[src/rtl/prdg_div.sv]
`default_nettype none
// Pipelined restoring divider, one quotient bit per stage.
// The high part of the numerator must be below the divisor.
module prdg_div #(
    parameter int QW = 24,
    parameter int DW = 13,
    parameter int SW = 1
) (
    input  wire logic          i_clk,
    input  wire logic          i_rst_n,
    input  wire logic          i_valid,
    input  wire logic [DW-1:0] i_hi,
    input  wire logic [QW-1:0] i_lo,
    input  wire logic [DW-1:0] i_den,
    input  wire logic [SW-1:0] i_side,
    output logic               o_valid,
    output logic [QW-1:0]      o_quot,
    output logic [DW-1:0]      o_rem,
    output logic [SW-1:0]      o_side
);

    logic          w_v    [QW+1];
    logic [DW-1:0] w_rem  [QW+1];
    logic [QW-1:0] w_lo   [QW+1];
    logic [DW-1:0] w_den  [QW+1];
    logic [SW-1:0] w_side [QW+1];

    assign w_v[0]    = i_valid;
    assign w_rem[0]  = i_hi;
    assign w_lo[0]   = i_lo;
    assign w_den[0]  = i_den;
    assign w_side[0] = i_side;

    for (genvar s = 0; s < QW; s++) begin : g_stage
        logic          r_v;
        logic [DW-1:0] r_rem;
        logic [QW-1:0] r_lo;
        logic [DW-1:0] r_den;
        logic [SW-1:0] r_side;
        logic [DW:0]   n_trial;
        logic [DW:0]   n_diff;
        logic          n_ge;

        assign n_trial = {w_rem[s], w_lo[s][QW-1]};
        assign n_diff  = n_trial - {1'b0, w_den[s]};
        assign n_ge    = n_trial >= {1'b0, w_den[s]};

        always_ff @(posedge i_clk) begin
            if (!i_rst_n) begin
                r_v <= 1'b0;
            end else begin
                r_v <= w_v[s];
            end
        end

        always_ff @(posedge i_clk) begin
            r_rem  <= n_ge ? n_diff[DW-1:0] : n_trial[DW-1:0];
            r_lo   <= {w_lo[s][QW-2:0], n_ge};
            r_den  <= w_den[s];
            r_side <= w_side[s];
        end

        assign w_v[s+1]    = r_v;
        assign w_rem[s+1]  = r_rem;
        assign w_lo[s+1]   = r_lo;
        assign w_den[s+1]  = r_den;
        assign w_side[s+1] = r_side;
    end

    assign o_valid = w_v[QW];
    assign o_quot  = w_lo[QW];
    assign o_rem   = w_rem[QW];
    assign o_side  = w_side[QW];

endmodule
`default_nettype wire

[config.mk]
export PLATFORM = sky130hd
export DESIGN_NAME = prdg_div
export DESIGN_NICKNAME = d
export VERILOG_FILES = /design/src/rtl/prdg_div.sv
export SDC_FILE = /design/constraint.sdc
export NUM_CORES = 2
export LEC_CHECK = 0
export ABC_AREA = 1
export BUFFER_PORTS_ARGS = -buffer_cell sky130_fd_sc_hd__buf_2
export CAP_MARGIN = 30
export CORE_ASPECT_RATIO = 1.75
export CORE_MARGIN = 1
export CORE_UTILIZATION = 40
export DETAILED_ROUTE_END_ITERATION = 7
export PLACE_DENSITY = 0.51
export SKIP_LAST_GASP = 1
export SLEW_MARGIN = 5
export SYNTH_ARGS = -nofsm -noshare
export SYNTH_HDL_FRONTEND = slang
export SYNTH_SLANG_ARGS = --single-unit
export TNS_END_PERCENT = 20
[constraint.sdc]
create_clock -name i_clk -period 2.29 [get_ports i_clk]
set_input_delay 0.687 -clock i_clk [delete_from_list [all_inputs] [get_ports i_clk]]
set_output_delay 0.687 -clock i_clk [all_outputs]
set_load 0.005 [all_outputs]
==> flow_metrics.env <==
export IMPL_status="complete, no violations"
export IMPL_synth_xor_area_frac=0.02119
export IMPL_drtPass1Iterations=8
export IMPL_root_buffer="clkbuf_16"
export IMPL_min_period_over_period=0.9679
export IMPL_synth_compound_area_frac=0.04302
export IMPL_finalSetupTns_ns=0
export IMPL_area_delta_synth_final_pct=13.41
export IMPL_synth_area_leaders="dfxtp_1, nand2_1, inv_1"
export IMPL_wire_per_inst_um=16.10
export IMPL_clock_skew_ns=0.05132
export IMPL_tightest_slew_ns=0.7287
export IMPL_register_area_sq_um=24720
export IMPL_cts_buffer_depth=3
export IMPL_netlist_area_leader_share=0.4673
export IMPL_die_y_um=483.1
export IMPL_vdd_drop_max_uv=722.9
export IMPL_synthMuxAreaShare=0
export IMPL_synthCells=6432
export IMPL_rsz0062_at_grt="yes"
export IMPL_stdcell_count=8493
export IMPL_finalNetCount=7083
export IMPL_syn_nets=6822
export IMPL_cts_setup_buffers=0
export IMPL_rows=176
export IMPL_most_common_layout_cells="nand2_1, inv_1, dfxtp_1"
export IMPL_coreArea_sq_um=131200
export IMPL_placed_area_sq_um=55600
export IMPL_die_width_um=276.9
export IMPL_synth_area_leader_cell="dfxtp_1"
export IMPL_r2r_setup_slack_ns=0.07
export IMPL_ys_seq_area_frac=0.4673
export IMPL_ys_warn_count=0
export IMPL_grt_max_degree=25
export IMPL_die_area_sq_um=133800
export IMPL_busiest_layer="met2"
export IMPL_setup_violations=0
export IMPL_cts_tree="yes"
export IMPL_p_leak_uw=0.03203
export IMPL_synth_seq_cells=1235
export IMPL_yosys_area_share_adder=0.08286
export IMPL_portBuffers=92
export IMPL_p_per_area_nw_per_um2=1526
export IMPL_start_util=0.4031
export IMPL_cap_violations=0
export IMPL_synth_simple_area_share=0.2735
export IMPL_dpl_hpwl_um=111800
export IMPL_critPathMaxFanout=13
export IMPL_dp_cells=8242
export IMPL_fin_util=0.4572
export IMPL_vias=38490
export IMPL_worstPathArrival_ns=2.87
export IMPL_critical_path_class="reg2reg"
export IMPL_cts_inserted_buffers=113
export IMPL_routed_via_density=4.532
export IMPL_antenna_found_initial=5
export IMPL_startpoint_type="flop"
export IMPL_route_detailed_drc=0
export IMPL_drt_total_wl_um=136800
export IMPL_hold_class="in2reg"
export IMPL_final_antenna_net_count=0
export IMPL_nFillCells=13089
export IMPL_netlist_area_sq_um=52910
export IMPL_overflow=0
export IMPL_synth_distinct_cells=31
export IMPL_final_cell_area_sq_um=60000
export IMPL_grt_pass1_vias=39295
export IMPL_synth_top_family_by_area="simple AND/OR/NAND/NOR gates"
export IMPL_clock_fmax_mhz=451.2
export IMPL_min_period_ns=2.217
export IMPL_syn_avg_cell_area_sq_um=8.226
export IMPL_final_common_cell="nand2_1"
export IMPL_drive_gt1_frac=0.1523
export IMPL_cp_required_ns=2.94
export IMPL_gp_congestion=0.9325
export IMPL_crit_path_end_kind="flop"
export IMPL_cts_htree_levels=3
export IMPL_clock_sinks=1235
export IMPL_cts_clk_slew_worst_paths_ns=0.07
export IMPL_first_iter_violations=1646
export IMPL_grt_util_met3=0.02188
export IMPL_slew_headroom=0.5135
export IMPL_whs_ns=0.06747
export IMPL_clk_latency_ns=0.77
export IMPL_met1_usage=0.1681
export IMPL_hold_violations=0
export IMPL_grt_pass1_wl_um=210000
export IMPL_multi_input_area_sq_um=22350
export IMPL_use_met2=0.4287
export IMPL_track_usage=0.2046
export IMPL_io_pins=93
export IMPL_drv_slew=0
[power by group]
group	switching (uW)	total (uW)	internal (uW)	leakage, uW
sequential	3680	31200	27500	0.0104
clock	8830	20200	11400	0.00196
combinational	25600	40200	14600	0.0197
[cells in the mapped netlist (all sizes together)]
cell type,count
fa,24
o21ai,184
dfxtp,1235
clkbuf,2
nand4,262
and2,12
nor3,9
xor2,128
ha,312
a21oi,117
nor2,297
nand2,1964
inv,1377
nand3,438
buf,71
[kinds of logic (layout without fill, tap and decap cells)]
group / after synthesis / in the layout
fa+ha+maj: 336 / 336
xor+xnor: 128 / 128
compound gates: 301 / 301
simple gates: 2982 / 2988
flops: 1235 / 1235
buf+inv: 1450 / 1802
other cells: 0 / 12
[final timing paths]
check                                     from  cells past startpoint                           to
setup / recovery  g_stage[5].r_den[10]$_DFF_P_                     11  g_stage[6].r_rem[1]$_DFF_P_
hold / removal                         i_lo[8]                      1   g_stage[0].r_lo[9]$_DFF_P_
setup reg to reg  g_stage[5].r_den[10]$_DFF_P_                     11  g_stage[6].r_rem[1]$_DFF_P_
hold reg to reg    g_stage[4].r_lo[16]$_DFF_P_                      0  g_stage[5].r_lo[17]$_DFF_P_
[critical path, stage by stage (launching register included)]
cell and delay, ns:
dfxtp_1 0.36, inv_1 0.09, ha_1 0.37, nand2_1 0.19, inv_2 0.05, nand2_1 0.09, inv_1 0.08, a21oi_4 0.26
nand3_4 0.25, buf_4 0.26, nand2_2 0.07, o21ai_2 0.05
[state kept, by name (all words and copies together), names as in the netlist]
signal	count
g_stage.r_den	299
g_stage.r_lo	552
g_stage.r_rem	299
g_stage.r_side	23
g_stage.r_v	23
o_quot	24
o_rem	13
o_side	1
o_valid	1
[layer usage]
| metal | vias to the layer above | share of wire | wire length (um) |
|---|---|---|---|
| li1 | 20210 | - | - |
| met1 | 17207 | 0.32 | 43180 |
| met2 | 662 | 0.58 | 79360 |
| met3 | 411 | 0.023 | 3175 |
| met4 | 0 | 0.081 | 11060 |
| met5 | - | 0 | 0 |
[repair_timing]
| action | in CTS | in global routing |
|---|---|---|
| hold buffers | 21 | 0 |
| gates resized for setup | 0 | 6 |
| hold endpoints to repair | 21 | 0 |
| endpoints found under the setup margin | 0 | 108 |
[cell type report]
class / instances / area share
clock buffers: 139 / 0.05125
clock inverters: 73 / 0.01651
repair buffers: 213 / 0.02577
diodes: 12 / 0.0005004
flip-flops and latches: 1235 / 0.4120
well taps: 1691 / 0.03526
inverters: 1377 / 0.08614
multi-input cells: 3753 / 0.3725
[stage by stage]
stage,worst slack (ns),power [uW]
floorplan,0.1586,61340
global placement,-0.1751,71910
detailed placement,-0.1150,72200
CTS,0.01517,92930
global route,-0.08392,99050
finish,0.07349,91580
No activity file was read; power rests on OpenSTA's default activity.
